`src/sv/mbe_pkg.sv`:
```
// ----------------------------------------------------------------------------
// mbe_pkg
// Shared types, constants and a helper function for the escape-time block.
// ----------------------------------------------------------------------------
`default_nettype none

package mbe_pkg;

    // Fixed-point format and frame bounds.
    localparam int FRAC_BITS  = 24;
    localparam int MAX_WIDTH  = 2048;
    localparam int MAX_HEIGHT = 2048;

    // Field and register widths.
    localparam int COORD_W  = 11;
    localparam int CFG_W    = 28;
    localparam int LIMIT_W  = 31;
    localparam int ITER_W   = 8;
    localparam int FRAME_W  = 12;
    localparam int DATA_W   = 32;
    localparam int PROD_W   = 64;
    localparam int CIDX_W   = 3;

    // Register reset values.
    localparam logic [CFG_W-1:0]   RST_RE_ORIGIN = 28'hE000000;
    localparam logic [CFG_W-1:0]   RST_IM_ORIGIN = 28'hE000000;
    localparam logic [CFG_W-1:0]   RST_RE_STEP   = 28'h0008000;
    localparam logic [CFG_W-1:0]   RST_IM_STEP   = 28'h0008000;
    localparam logic [LIMIT_W-1:0] RST_ESC_LIMIT = 31'h14000000;
    localparam logic [ITER_W-1:0]  RST_ITER_LIM  = 8'd255;
    localparam logic [FRAME_W-1:0] RST_FRAME_W   = 12'd2048;
    localparam logic [FRAME_W-1:0] RST_FRAME_H   = 12'd2048;

    // Configuration register indexes.
    typedef enum logic [CIDX_W-1:0] {
        CFG_RE_ORIGIN  = 3'd0,
        CFG_IM_ORIGIN  = 3'd1,
        CFG_RE_STEP    = 3'd2,
        CFG_IM_STEP    = 3'd3,
        CFG_ESC_LIMIT  = 3'd4,
        CFG_ITER_LIMIT = 3'd5,
        CFG_FRAME_W    = 3'd6,
        CFG_FRAME_H    = 3'd7
    } t_cfg_idx;

    // Sequencer states.
    typedef enum logic [2:0] {
        ST_IDLE,
        ST_CRE,
        ST_CIM,
        ST_INIT,
        ST_PROD,
        ST_SQRE,
        ST_SQIM,
        ST_TEST
    } t_state;

    // Operand selection for the shared multiplier.
    typedef enum logic [2:0] {
        MUL_COL,
        MUL_ROW,
        MUL_ZZ,
        MUL_TR,
        MUL_TI
    } t_mul_sel;

    // Control bundle from the sequencer to the datapath.
    typedef struct packed {
        logic              load_in;
        t_mul_sel          mul_sel;
        logic              ld_cre;
        logic              ld_cim;
        logic              init_z;
        logic              ld_tr;
        logic              ld_ti;
        logic              ld_sqr;
        logic              test;
        logic              finish;
        logic [ITER_W-1:0] count;
    } t_ctrl;

    // Saturate a 64-bit signed value to signed 32 bits.
    function automatic logic signed [DATA_W-1:0] sat32(input logic signed [PROD_W-1:0] v);
        logic signed [DATA_W-1:0] res;
        if (v[PROD_W-1:DATA_W-1] == {(PROD_W-DATA_W+1){v[PROD_W-1]}}) begin
            res = v[DATA_W-1:0];
        end else if (v[PROD_W-1]) begin
            res = {1'b1, {(DATA_W-1){1'b0}}};
        end else begin
            res = {1'b0, {(DATA_W-1){1'b1}}};
        end
        return res;
    endfunction

endpackage

`default_nettype wire

```
`src/sv/mbe_mul.sv`:
```
// ----------------------------------------------------------------------------
// mbe_mul
// Shared signed 32 x 32 multiplier with a registered 64-bit product.
// ----------------------------------------------------------------------------
`default_nettype none

module mbe_mul (
    input  wire logic                                  i_clk,
    input  wire logic signed [mbe_pkg::DATA_W-1:0]     i_a,
    input  wire logic signed [mbe_pkg::DATA_W-1:0]     i_b,
    output logic signed [mbe_pkg::PROD_W-1:0]          o_prod
);

    logic signed [mbe_pkg::PROD_W-1:0] r_prod;

    // The product is registered, ready in the cycle after the operands.
    always_ff @(posedge i_clk) begin
        r_prod <= i_a * i_b;
    end

    assign o_prod = r_prod;

endmodule

`default_nettype wire

```
`src/sv/mbe_ctrl.sv`:
```
// ----------------------------------------------------------------------------
// mbe_ctrl
// Sequencer: steps the shared multiplier through the set-up products and
// the three products of each iteration, and counts iterations.
// ----------------------------------------------------------------------------
`default_nettype none

module mbe_ctrl (
    input  wire logic                              i_clk,
    input  wire logic                              i_rst_n,
    input  wire logic                              i_start,
    input  wire logic [mbe_pkg::ITER_W-1:0]        i_iter_limit,
    input  wire logic                              i_escape,
    output logic                                   o_busy,
    output mbe_pkg::t_ctrl                         o_ctrl
);

    mbe_pkg::t_state              r_state, n_state;
    logic [mbe_pkg::ITER_W-1:0]   r_iter, n_iter;
    logic [mbe_pkg::ITER_W-1:0]   w_iter_inc;

    assign w_iter_inc = r_iter + 1'b1;

    // State and iteration counter registers.
    always_ff @(posedge i_clk) begin
        if (!i_rst_n) begin
            r_state <= mbe_pkg::ST_IDLE;
            r_iter  <= '0;
        end else begin
            r_state <= n_state;
            r_iter  <= n_iter;
        end
    end

    // Next state and control decode.
    always_comb begin
        n_state        = r_state;
        n_iter         = r_iter;
        o_busy         = 1'b1;
        o_ctrl         = '0;
        o_ctrl.mul_sel = mbe_pkg::MUL_ZZ;
        case (r_state)
            mbe_pkg::ST_IDLE: begin
                o_busy = 1'b0;
                if (i_start) begin
                    o_ctrl.load_in = 1'b1;
                    n_iter         = '0;
                    n_state        = mbe_pkg::ST_CRE;
                end
            end
            mbe_pkg::ST_CRE: begin
                o_ctrl.mul_sel = mbe_pkg::MUL_COL;
                n_state        = mbe_pkg::ST_CIM;
            end
            mbe_pkg::ST_CIM: begin
                o_ctrl.mul_sel = mbe_pkg::MUL_ROW;
                o_ctrl.ld_cre  = 1'b1;
                n_state        = mbe_pkg::ST_INIT;
            end
            mbe_pkg::ST_INIT: begin
                o_ctrl.ld_cim = 1'b1;
                o_ctrl.init_z = 1'b1;
                // A zero limit tries no iteration at all.
                if (i_iter_limit == '0) begin
                    o_ctrl.finish = 1'b1;
                    o_ctrl.count  = '0;
                    n_state       = mbe_pkg::ST_IDLE;
                end else begin
                    n_state = mbe_pkg::ST_PROD;
                end
            end
            mbe_pkg::ST_PROD: begin
                o_ctrl.mul_sel = mbe_pkg::MUL_ZZ;
                o_ctrl.ld_tr   = 1'b1;
                n_state        = mbe_pkg::ST_SQRE;
            end
            mbe_pkg::ST_SQRE: begin
                o_ctrl.mul_sel = mbe_pkg::MUL_TR;
                o_ctrl.ld_ti   = 1'b1;
                n_state        = mbe_pkg::ST_SQIM;
            end
            mbe_pkg::ST_SQIM: begin
                o_ctrl.mul_sel = mbe_pkg::MUL_TI;
                o_ctrl.ld_sqr  = 1'b1;
                n_state        = mbe_pkg::ST_TEST;
            end
            mbe_pkg::ST_TEST: begin
                o_ctrl.test = 1'b1;
                if (i_escape) begin
                    o_ctrl.finish = 1'b1;
                    o_ctrl.count  = r_iter;
                    n_state       = mbe_pkg::ST_IDLE;
                end else begin
                    n_iter = w_iter_inc;
                    if (w_iter_inc == i_iter_limit) begin
                        o_ctrl.finish = 1'b1;
                        o_ctrl.count  = w_iter_inc;
                        n_state       = mbe_pkg::ST_IDLE;
                    end else begin
                        n_state = mbe_pkg::ST_PROD;
                    end
                end
            end
            default: begin
                n_state = mbe_pkg::ST_IDLE;
            end
        endcase
    end

endmodule

`default_nettype wire

```
`src/sv/mandelbrot_escape_time.sv`:
```
// ----------------------------------------------------------------------------
// mandelbrot_escape_time
// Escape-time count for one pixel in signed Q8.24 fixed point.
// ----------------------------------------------------------------------------
// One pixel is taken when start is high and busy is low. The block forms c
// from the origin and step registers, iterates z = z^2 + c and returns the
// escape count together with a last-pixel flag, shown for one cycle with
// o_valid; the receiver must take it then, as it cannot be held. A pixel's
// run time grows with its iteration count and is set by the single shared
// 32 x 32 multiplier: after the two set-up products for c, each iteration
// needs three products (zr*zi, re^2, im^2) and an escape test step. Busy is
// low again in the cycle of the strobe, so the next pixel may be started
// then. The user must write the configuration registers only while busy is
// low; the block itself does not enforce this.
// ----------------------------------------------------------------------------
`default_nettype none

module mandelbrot_escape_time (
    input  wire logic                                 i_clk,
    input  wire logic                                 i_rst_n,
    input  wire logic                                 start,
    output logic                                      busy,
    input  wire logic [mbe_pkg::COORD_W-1:0]          i_column,
    input  wire logic [mbe_pkg::COORD_W-1:0]          i_row,
    input  wire logic                                 i_cfg_we,
    input  wire logic [mbe_pkg::CIDX_W-1:0]           i_cfg_index,
    input  wire logic [mbe_pkg::LIMIT_W-1:0]          i_cfg_data,
    output logic                                      o_valid,
    output logic [mbe_pkg::ITER_W-1:0]                o_escape_count,
    output logic                                      o_frame_done
);

    localparam int PROD_W = mbe_pkg::PROD_W;

    // Configuration registers.
    logic [mbe_pkg::CFG_W-1:0]    r_re_origin, r_im_origin, r_re_step, r_im_step;
    logic [mbe_pkg::LIMIT_W-1:0]  r_escape_limit;
    logic [mbe_pkg::ITER_W-1:0]   r_iteration_limit;
    logic [mbe_pkg::FRAME_W-1:0]  r_frame_width, r_frame_height;

    // Datapath registers.
    logic [mbe_pkg::COORD_W-1:0]          r_col, r_row;
    logic signed [mbe_pkg::DATA_W-1:0]    r_cre, r_cim, r_zr, r_zi, r_tr, r_ti;
    logic signed [mbe_pkg::PROD_W-1:0]    r_sq_r, r_diff;

    // Result registers.
    logic                         r_valid;
    logic [mbe_pkg::ITER_W-1:0]   r_count;
    logic                         r_frame_done;

    mbe_pkg::t_ctrl                       w_ctrl;
    logic signed [mbe_pkg::DATA_W-1:0]    w_mul_a, w_mul_b;
    logic signed [mbe_pkg::PROD_W-1:0]    w_prod;
    logic [mbe_pkg::PROD_W-1:0]           w_mag, w_bound;
    logic                                 w_escape;
    logic [31:0]                          w_lim_w, w_lim_h;
    logic                                 w_last;

    // Configuration write port.
    always_ff @(posedge i_clk) begin
        if (!i_rst_n) begin
            r_re_origin       <= mbe_pkg::RST_RE_ORIGIN;
            r_im_origin       <= mbe_pkg::RST_IM_ORIGIN;
            r_re_step         <= mbe_pkg::RST_RE_STEP;
            r_im_step         <= mbe_pkg::RST_IM_STEP;
            r_escape_limit    <= mbe_pkg::RST_ESC_LIMIT;
            r_iteration_limit <= mbe_pkg::RST_ITER_LIM;
            r_frame_width     <= mbe_pkg::RST_FRAME_W;
            r_frame_height    <= mbe_pkg::RST_FRAME_H;
        end else if (i_cfg_we) begin
            case (mbe_pkg::t_cfg_idx'(i_cfg_index))
                mbe_pkg::CFG_RE_ORIGIN:  r_re_origin       <= i_cfg_data[mbe_pkg::CFG_W-1:0];
                mbe_pkg::CFG_IM_ORIGIN:  r_im_origin       <= i_cfg_data[mbe_pkg::CFG_W-1:0];
                mbe_pkg::CFG_RE_STEP:    r_re_step         <= i_cfg_data[mbe_pkg::CFG_W-1:0];
                mbe_pkg::CFG_IM_STEP:    r_im_step         <= i_cfg_data[mbe_pkg::CFG_W-1:0];
                mbe_pkg::CFG_ESC_LIMIT:  r_escape_limit    <= i_cfg_data;
                mbe_pkg::CFG_ITER_LIMIT: r_iteration_limit <= i_cfg_data[mbe_pkg::ITER_W-1:0];
                mbe_pkg::CFG_FRAME_W:    r_frame_width     <= i_cfg_data[mbe_pkg::FRAME_W-1:0];
                mbe_pkg::CFG_FRAME_H:    r_frame_height    <= i_cfg_data[mbe_pkg::FRAME_W-1:0];
                default: begin
                end
            endcase
        end
    end

    // Sequencer.
    mbe_ctrl u_ctrl (
        .i_clk        (i_clk),
        .i_rst_n      (i_rst_n),
        .i_start      (start),
        .i_iter_limit (r_iteration_limit),
        .i_escape     (w_escape),
        .o_busy       (busy),
        .o_ctrl       (w_ctrl)
    );

    // Operand selection for the shared multiplier.
    always_comb begin
        case (w_ctrl.mul_sel)
            mbe_pkg::MUL_COL: begin
                w_mul_a = $signed({{(mbe_pkg::DATA_W-mbe_pkg::COORD_W){1'b0}}, r_col});
                w_mul_b = $signed({{(mbe_pkg::DATA_W-mbe_pkg::CFG_W){r_re_step[mbe_pkg::CFG_W-1]}},
                                   r_re_step});
            end
            mbe_pkg::MUL_ROW: begin
                w_mul_a = $signed({{(mbe_pkg::DATA_W-mbe_pkg::COORD_W){1'b0}}, r_row});
                w_mul_b = $signed({{(mbe_pkg::DATA_W-mbe_pkg::CFG_W){r_im_step[mbe_pkg::CFG_W-1]}},
                                   r_im_step});
            end
            mbe_pkg::MUL_TR: begin
                w_mul_a = r_tr;
                w_mul_b = r_tr;
            end
            mbe_pkg::MUL_TI: begin
                w_mul_a = r_ti;
                w_mul_b = r_ti;
            end
            default: begin
                w_mul_a = r_zr;
                w_mul_b = r_zi;
            end
        endcase
    end

    mbe_mul u_mul (
        .i_clk  (i_clk),
        .i_a    (w_mul_a),
        .i_b    (w_mul_b),
        .o_prod (w_prod)
    );

    // Escape test: exact squared magnitude against the bound.
    assign w_mag    = $unsigned(r_sq_r) + $unsigned(w_prod);
    assign w_bound  = {{(mbe_pkg::PROD_W-mbe_pkg::LIMIT_W){1'b0}}, r_escape_limit}
                      << mbe_pkg::FRAC_BITS;
    assign w_escape = w_mag > w_bound;

    // Datapath: c, the new z parts and the stored squares.
    always_ff @(posedge i_clk) begin
        if (w_ctrl.load_in) begin
            r_col <= i_column;
            r_row <= i_row;
        end
        if (w_ctrl.ld_cre) begin
            r_cre <= mbe_pkg::sat32(w_prod + $signed({{(mbe_pkg::PROD_W-mbe_pkg::CFG_W)
                                                      {r_re_origin[mbe_pkg::CFG_W-1]}},
                                                      r_re_origin}));
        end
        if (w_ctrl.ld_cim) begin
            r_cim <= mbe_pkg::sat32(w_prod + $signed({{(mbe_pkg::PROD_W-mbe_pkg::CFG_W)
                                                      {r_im_origin[mbe_pkg::CFG_W-1]}},
                                                      r_im_origin}));
        end
        if (w_ctrl.init_z) begin
            r_zr   <= '0;
            r_zi   <= '0;
            r_diff <= '0;
        end
        if (w_ctrl.ld_tr) begin
            r_tr <= mbe_pkg::sat32((r_diff >>> mbe_pkg::FRAC_BITS) + PROD_W'(r_cre));
        end
        if (w_ctrl.ld_ti) begin
            r_ti <= mbe_pkg::sat32((w_prod >>> (mbe_pkg::FRAC_BITS - 1)) + PROD_W'(r_cim));
        end
        if (w_ctrl.ld_sqr) begin
            r_sq_r <= w_prod;
        end
        // The squares of the new z feed the next real part.
        if (w_ctrl.test) begin
            r_diff <= r_sq_r - w_prod;
            r_zr   <= r_tr;
            r_zi   <= r_ti;
        end
    end

    // Last-pixel test with the frame size clamped to its maximum.
    assign w_lim_w = (32'(r_frame_width) > 32'(mbe_pkg::MAX_WIDTH)) ?
                     32'(mbe_pkg::MAX_WIDTH) : 32'(r_frame_width);
    assign w_lim_h = (32'(r_frame_height) > 32'(mbe_pkg::MAX_HEIGHT)) ?
                     32'(mbe_pkg::MAX_HEIGHT) : 32'(r_frame_height);
    assign w_last  = (w_lim_w != '0) && (w_lim_h != '0) &&
                     (32'(r_col) == w_lim_w - 32'd1) && (32'(r_row) == w_lim_h - 32'd1);

    // Result register: one-cycle strobe per pixel.
    always_ff @(posedge i_clk) begin
        if (!i_rst_n) begin
            r_valid <= 1'b0;
        end else begin
            r_valid <= w_ctrl.finish;
        end
    end

    always_ff @(posedge i_clk) begin
        if (w_ctrl.finish) begin
            r_count      <= w_ctrl.count;
            r_frame_done <= w_last;
        end
    end

    assign o_valid        = r_valid;
    assign o_escape_count = r_count;
    assign o_frame_done   = r_frame_done;

`ifndef SYNTHESIS
    // A result is a single-cycle strobe.
    a_strobe_single: assert property (@(posedge i_clk) disable iff (!i_rst_n)
        o_valid |=> !o_valid)
        else $error("result strobe lasted more than one cycle");

    // An accepted pixel keeps the block busy in the following cycle.
    a_accept_busy: assert property (@(posedge i_clk) disable iff (!i_rst_n)
        (start && !busy) |=> busy)
        else $error("block not busy after a pixel transfer");

    // A result appears only once the sequencer has returned to idle.
    a_result_idle: assert property (@(posedge i_clk) disable iff (!i_rst_n)
        o_valid |-> !busy)
        else $error("result shown while still busy");

    // The count never exceeds the iteration limit.
    a_count_limit: assert property (@(posedge i_clk) disable iff (!i_rst_n)
        o_valid |-> (o_escape_count <= r_iteration_limit))
        else $error("escape count above iteration limit");

    // Every finish follows a transfer: no result without a pending pixel.
    a_no_spurious: assert property (@(posedge i_clk) disable iff (!i_rst_n)
        $rose(o_valid) |-> $past(busy))
        else $error("result without a pixel in progress");
`endif

endmodule

`default_nettype wire

```
`config.mk`:
```
export PLATFORM = sky130hd
export DESIGN_NAME = mandelbrot_escape_time
export DESIGN_NICKNAME = d
export VERILOG_FILES = /design/src/sv/mbe_pkg.sv /design/src/sv/mbe_mul.sv /design/src/sv/mbe_ctrl.sv /design/src/sv/mandelbrot_escape_time.sv
export SDC_FILE = /design/constraint.sdc
export NUM_CORES = 2
export LEC_CHECK = 0
export CAP_MARGIN = 20
export CORE_MARGIN = 2
export CORE_UTILIZATION = 30
export CTS_CLUSTER_DIAMETER = 80
export DETAILED_ROUTE_END_ITERATION = 8
export DONT_BUFFER_PORTS = 1
export SYNTH_ARGS = -nofsm -noshare
export SYNTH_HDL_FRONTEND = slang
export SYNTH_SLANG_ARGS = --single-unit
```
`constraint.sdc`:
```
create_clock -name i_clk -period 28.6 [get_ports i_clk]
set_input_delay 1.43 -clock i_clk [delete_from_list [all_inputs] [get_ports i_clk]]
set_output_delay 1.43 -clock i_clk [all_outputs]
set_load 0.02 [all_outputs]
```
# Word level (Yosys, flattened, before mapping)
# Index checks and enable logic that the tools add are counted.
[totals] regBits=602 input_bits=60 out_inout_bits=11 word_cells=122
[classes] add_sub_neg=9 n_mul=1 n_lt_le_gt_ge=3 n_eq_ne=26 mux=39 reduce_logical=20
[op_table] op="two-way mux 32 bit" count=11
[op_table] op="one-hot mux 32 bit (4 select lines)" count=2
[op_table] op="adder 64 x 28 -> 64 bit" count=2
[op_table] op="equality test 32 bit" count=4
[op_table] op="two-way mux 64 bit" count=2
[op_table] op="adder 64 bit" count=1
[op_table] op="equality test 11 x 32 -> 1 bit" count=2
[op_table] op="greater-than comparator 64 x 55 -> 1 bit" count=1
[op_table] op="multiplier 32 x 32 -> 64 bit" count=1
[op_table] op="nonzero test 32 bit" count=2
[op_table] op="subtractor 64 bit" count=1
[op_table] op="adder 41 x 32 -> 42 bit" count=1
[op_table] op="adder 40 x 32 -> 41 bit" count=1
[op_table] op="equality test 3 bit (second input constant)" count=9
[op_table] op="two-way mux 9 bit" count=3
[op_table] op="subtractor 12 x 1 -> 13 bit (second input constant)" count=2
[op_table] op="greater-than comparator 12 bit (second input constant)" count=2
[op_table] op="two-way mux 12 bit" count=2
[op_table] op="one-hot mux 3 bit (8 select lines)" count=1
[op_table] op="one-hot mux 9 bit (2 select lines)" count=1
[op_table] op="two-way mux 8 bit" count=2
[op_table] op="one-hot mux 8 bit (2 select lines)" count=1
[op_table] op="AND reduction 2 bit" count=8
[op_table] op="equality test 3 x 2 -> 1 bit (second input constant)" count=5
[op_table] op="other kinds (13)" count=31

# Logic depth before layout (Yosys ltp)
[depth] word_depth=6 depth_mapped=42 ltp_nobuf=38

# Modules after synthesis
# A second synthesis with hierarchy kept.
[hier_totals] cells_unflattened=8976 hier_area_um2=79553.8
[modules_own_cells] mod="mandelbrot_escape_time" instances=1 cells_per_inst=4857 area_per_inst_um2=40811.6
[modules_own_cells] mod="mbe_mul" instances=1 cells_per_inst=3961 area_per_inst_um2=37527.2
[modules_own_cells] mod="mbe_ctrl" instances=1 cells_per_inst=158 area_per_inst_um2=1214.9

# Least setup slack after synthesis
# Ideal clock, no wire load.
[synth_timing] path_kind="register to register" start="register u_ctrl.r_state[0]" end="register u_mul.r_prod (netlist bit u_mul.o_prod[62])" arrival_ns=11.638 required_ns=28.484 slack_ns=16.846 stages_incl_launch_ff=35 period_less_slack_ns=11.754 path_cell_list="dfxtp_1 inv_1 ha_1 and2_1 clkbuf_1 nand3_1 o21ai_0 clkbuf_1 clkbuf_1 buf_1 a21o_1 clkbuf_1 clkbuf_1 nand2_1 inv_1 fa_1 fa_1 fa_1 fa_1 fa_1 fa_1 fa_1 fa_1 ha_1 a21o_1 a21o_1 a221oi_1 o21ai_0 o211ai_1 nand3_1 a211o_1 nand4_1 a21oi_1 or4b_2 and4_1"
[synth_between] elab_chain_len=5 elab_cells_between_ends=12
[synth_lines] element="from (decl)" line="mbe_ctrl.sv:18" rtl="mbe_pkg::t_state r_state, n_state;"
[synth_lines] element="from (signal assigned)" line="mbe_ctrl.sv:27" rtl="r_state <= mbe_pkg::ST_IDLE;"
[synth_lines] element="from (signal assigned)" line="mbe_ctrl.sv:30" rtl="r_state <= n_state;"
[synth_lines] element="equality test 3 bit (tied with other cells)" line="mbe_ctrl.sv:42" rtl="case (r_state)"
[synth_lines] element="one-hot mux 3 bit (4 select lines) (*)" line="mbe_ctrl.sv:42"
[synth_lines] element="equality test 3 bit (tied with other cells)" line="mandelbrot_escape_time.sv:99" rtl="case (w_ctrl.mul_sel)"
[synth_lines] element="one-hot mux 32 bit (4 select lines)" line="mandelbrot_escape_time.sv:99"
[synth_lines] element="multiplier 32 x 32 -> 64 bit (*)" line="mbe_mul.sv:18" rtl="r_prod <= i_a * i_b;"
[synth_lines] element="to (signal assigned)" line="mbe_mul.sv:18"
[synth_lines] element="to (decl)" line="mbe_mul.sv:14" rtl="logic signed [mbe_pkg::PROD_W-1:0] r_prod;"
# Mark *: on every way between the ends. The rest lies on a longest branch, timed or not.
# A chain may end at the register's enable or synchronous reset.

# Worst setup path in the final report
[layout_timing] start="register u_ctrl.r_state[2]" end="register u_mul.r_prod (netlist bit u_mul.o_prod[62])"
# Same word-level chain as after synthesis.

==> metrics <==
htree depth=3; hold_buf cts=0; biggest cell delay along the critical path=roughly 850 ps; summed instance area of the synthesized netlist=0.07731 mm²; largest net degree at the start of global routing=76; clock root buffer=sky130_fd_sc_hd__clkbuf_16; CTS buffer count=71; max-slew violations=0; wire length per cell=approximately 23 µm; DRC violation total after the first TritonRoute iteration=about 6600; post-synthesis sequential element count=approximately 580; Syn Area/Cell=just under 9 µm²; Final Cycle Share=around two fifths; Via density=5.334; Hold Crit Start=r_im_step[16]$_SDFFE_PN0P_; share of async-settable or async-resettable flops after synthesis=0%; clk buf depth=3; post-synthesis adder-cell area fraction=between 30% and 40%; prevailing post-synth register cell=sky130_fd_sc_hd__edfxtp_1; clock transition at the registers of the reported paths=60 ps; clock period minus final worst setup slack=11610 ps; Min-Delay Path Depth=2; Die Height=511.7 µm; CORE AREA=approximately 0.26 mm²; total track usage=approximately a fifth; number of clock sinks=between 500 and 600; Die X=511.7 µm; RSZ-0062 raised after global routing=no; slowest cell on the critical path=sky130_fd_sc_hd__a21o_2; critical path data arrival time=roughly 12000 ps; Hold Path Sink=r_im_step[16]$_SDFFE_PN0P_; count of unique library cells instantiated by Yosys=about 100; num rows=186; mux share of post-synthesis cell area=0.7218%; Worst R2R Setup Slack=about 17000 ps; Fin Setup TNS=0 ps; Max Fanout on Critical Path=75; path depth of the worst reg2reg path=32; Warnings, synthesis=0; post-detail-place hpwl=about 220000 µm; overall die area=between 0.2 and 0.3 mm²; worst path required time=roughly 29000 ps; Final Setup Violations=0; cell count after synthesis=8857; Tightest Pin Transition=1224 ps; Compound-Gate Fraction of Synth Area=between 10 and 15%; DRT antenna net count=0; aggregate routed wire length=about 270000 µm; layout overhead on the synthesized area=8.289%; Initial Util=between 30 and 40%; final count of hold timing violations=0; routed vias=64530; result of the run=completed; worst clock skew on the final layout=approximately 48 ps; leading cell types by total area after synthesis=sky130_fd_sc_hd__fa_1, sky130_fd_sc_hd__edfxtp_1, sky130_fd_sc_hd__ha_1; clock tree from TritonCTS=built; final RePlAce weighted congestion=just under 1; share of post-route cells with drive strength above 1=around 4.2%; vias in the first global route=approximately 66000; fill cell total of the finished layout=between 20000 and 30000; area share of the leading cell type in the synthesized netlist=roughly 28%; count of flip-flops with a built-in enable after synthesis=between 300 and 400; synthesized netlist net count=approximately 11000; latest clock arrival within the worst-skew pair=about 700 ps; max-cap violation count=0; share of the yosys chip area belonging to registers=19.20%; r2r startpoint=u_ctrl.r_state[2]$_SDFFE_PN0P_; I/O Buffers=0; Top-Level Pins=between 70 and 80; largest family of logic cells by synthesized area=adder cells; type of element launching the critical path=flip-flop; capturing element type of the critical path=flip-flop; wire length of the first global-routing pass=~420000 µm; parity-gate share of the synthesized area counting xor and xnor cells=between 3 and 4%; number of iterations in the first detailed-routing pass=8; Post-CTS Resized=0; start-to-end type of the worst setup path=flip-flop to flip-flop; worst flop-to-flop path endpoint=u_mul.o_prod[62]$_DFF_P_; relative max-transition margin=18.40%; kind of path behind the tightest hold check=flip-flop to flip-flop; grt total ovfl=0; FMAX=~0.086 GHz; most numerous cell on the critical path=sky130_fd_sc_hd__fa_1; initial antenna violation count=8; most area-hungry cell type in the Yosys netlist=sky130_fd_sc_hd__fa_1; # nets final=10350; DRC viols=0; share of synthesized cell area in and, or, nand and nor gates=~17%; number of buffers added for setup after CTS=0
==> Yosys cell counts, drive strengths merged, types with 28 or more instances <==
library cell     n
inv           1191
nand2         1130
fa            1087
nor2           873
a21oi          607
ha             556
clkbuf         410
edfxtp         327
o21ai          314
dfxtp          251
xnor2          229
a21o           192
nand3          140
xor2           117
nor3           110
and3           101
nand4           98
nand2b          88
o21bai          78
nor2b           77
and2            72
o21a            51
a31oi           49
mux2i           49
o31ai           45
nor4            43
o211ai          42
a211oi          37
a221oi          29
or3             29
a22o            28
buf             28
o22ai           28
==> per-stage QoR <==
| stage | std cells | hold WS, ps | instance area (µm²) | util [%] | setup WS [ps] |
|---|---|---|---|---|---|
| 6_report | 12100 | 454.6 | 83720 | 32.64 | 16990 |
| 5_1_grt | 12090 | 467.5 | 83710 | 32.64 | 16440 |
| 4_1_cts | 12090 | 454.5 | 83610 | 32.60 | 17010 |
| 3_5_place_dp | 11950 | 446.4 | 81170 | 31.65 | 17080 |
| 3_3_place_gp | 11950 | 442.3 | 81170 | 31.65 | 17140 |
| 2_1_floorplan | 8857 | 432.3 | 77310 | - | 16850 |
==> final cells by class <==
type	instances	area [µm²]	area share [%]
Multi-Input combinational cell	6649	56480	67.47
Sequential cell	578	14850	17.73
Inverter	1192	4477	5.347
Tap cell	3384	4234	5.057
Clock buffer	94	1977	2.361
Timing Repair Buffer	156	1224	1.462
Clock inverter	38	462.9	0.5530
Antenna cell	7	17.52	0.02092
==> logic make-up (layout without fill, tap and decap cells) <==
logic type / Yosys count / count (layout)
AO/OA/AOI/OAI: 1744 / 1744
XOR/XNOR: 346 / 346
adder cells (fa/ha/maj): 1643 / 1643
buffers and inverters: 1630 / 1480
flip-flops: 578 / 578
multiplexers: 55 / 55
other: 0 / 7
AND/OR/NAND/NOR: 2861 / 2861
==> state kept, by name (all words and copies together), names as in the netlist, 31 cells and up <==
| register | count |
|---|---|
| u_mul.o_prod | 64 |
| r_zr | 32 |
| r_escape_limit | 31 |
| r_cre | 32 |
| r_tr | 32 |
| r_ti | 32 |
| r_diff | 40 |
| r_cim | 32 |
| r_sq_r | 64 |
| r_zi | 32 |
==> routing by layer <==
metal	global-route usage [%]	part of all wire (%)
met1	28.01	43
met2	32.87	45
met3	3.565	8.0
met4	8.248	4.6
met5	0	0.0084
==> worst max-delay path by stage <==
stage,cells after the start,end,startpoint,slack (ps)
2_1_floorplan,34,u_mul.o_prod[62]$_DFF_P_,u_ctrl.r_state[0]$_SDFFE_PN0P_,16850
3_3_place_gp,35,u_mul.o_prod[63]$_DFF_P_,u_ctrl.r_state[2]$_SDFFE_PN0P_,17140
3_5_place_dp,32,u_mul.o_prod[62]$_DFF_P_,u_ctrl.r_state[2]$_SDFFE_PN0P_,17080
4_1_cts,32,u_mul.o_prod[62]$_DFF_P_,u_ctrl.r_state[2]$_SDFFE_PN0P_,17010
5_1_grt,31,u_mul.o_prod[63]$_DFF_P_,u_ctrl.r_state[2]$_SDFFE_PN0P_,16440
6_report,32,u_mul.o_prod[62]$_DFF_P_,u_ctrl.r_state[2]$_SDFFE_PN0P_,16990
==> cells in the final DEF, fill, tap and decap left out, types with 25 or more instances in the layout <==
cell type,synthesis,final
sky130_fd_sc_hd__a22oi_1,27,27
sky130_fd_sc_hd__nor2b_1,77,75
sky130_fd_sc_hd__nand2b_1,88,88
sky130_fd_sc_hd__xor2_1,117,117
sky130_fd_sc_hd__nor3_1,110,108
sky130_fd_sc_hd__a221o_1,25,25
sky130_fd_sc_hd__edfxtp_1,327,327
sky130_fd_sc_hd__clkbuf_16,0,74
sky130_fd_sc_hd__nand2_1,1129,1129
sky130_fd_sc_hd__a22o_1,28,28
sky130_fd_sc_hd__and3_1,101,101
sky130_fd_sc_hd__mux2i_1,49,49
sky130_fd_sc_hd__buf_4,1,151
sky130_fd_sc_hd__o21bai_1,78,78
sky130_fd_sc_hd__o211ai_1,41,41
sky130_fd_sc_hd__nand4_1,98,98
sky130_fd_sc_hd__ha_1,556,554
sky130_fd_sc_hd__o21ai_0,293,291
sky130_fd_sc_hd__a21oi_1,606,604
sky130_fd_sc_hd__o31ai_1,44,43
sky130_fd_sc_hd__a31oi_1,49,48
sky130_fd_sc_hd__fa_1,1087,1087
sky130_fd_sc_hd__nor4_1,41,41
sky130_fd_sc_hd__inv_1,1188,1187
sky130_fd_sc_hd__and2_1,66,66
sky130_fd_sc_hd__a221oi_1,27,27
sky130_fd_sc_hd__nand3_1,139,139
sky130_fd_sc_hd__nor2_1,873,869
sky130_fd_sc_hd__o21a_1,51,50
sky130_fd_sc_hd__a21o_1,192,191
sky130_fd_sc_hd__or3_1,29,29
sky130_fd_sc_hd__xnor2_1,229,229
sky130_fd_sc_hd__dfxtp_1,251,250
sky130_fd_sc_hd__a211oi_1,37,36
==> critical path: cells and delay by family (launching register included) <==
kind / cells / cell delay [ps]
fa+ha+maj: 9 / 4420
simple gates: 9 / 2500
flops: 1 / 310
buf+inv: 4 / 950
compound gates: 10 / 3130
Power is left out: the tool's default activity adds up to more than one toggle a clock period on the data nets, which glitch-free logic cannot reach.
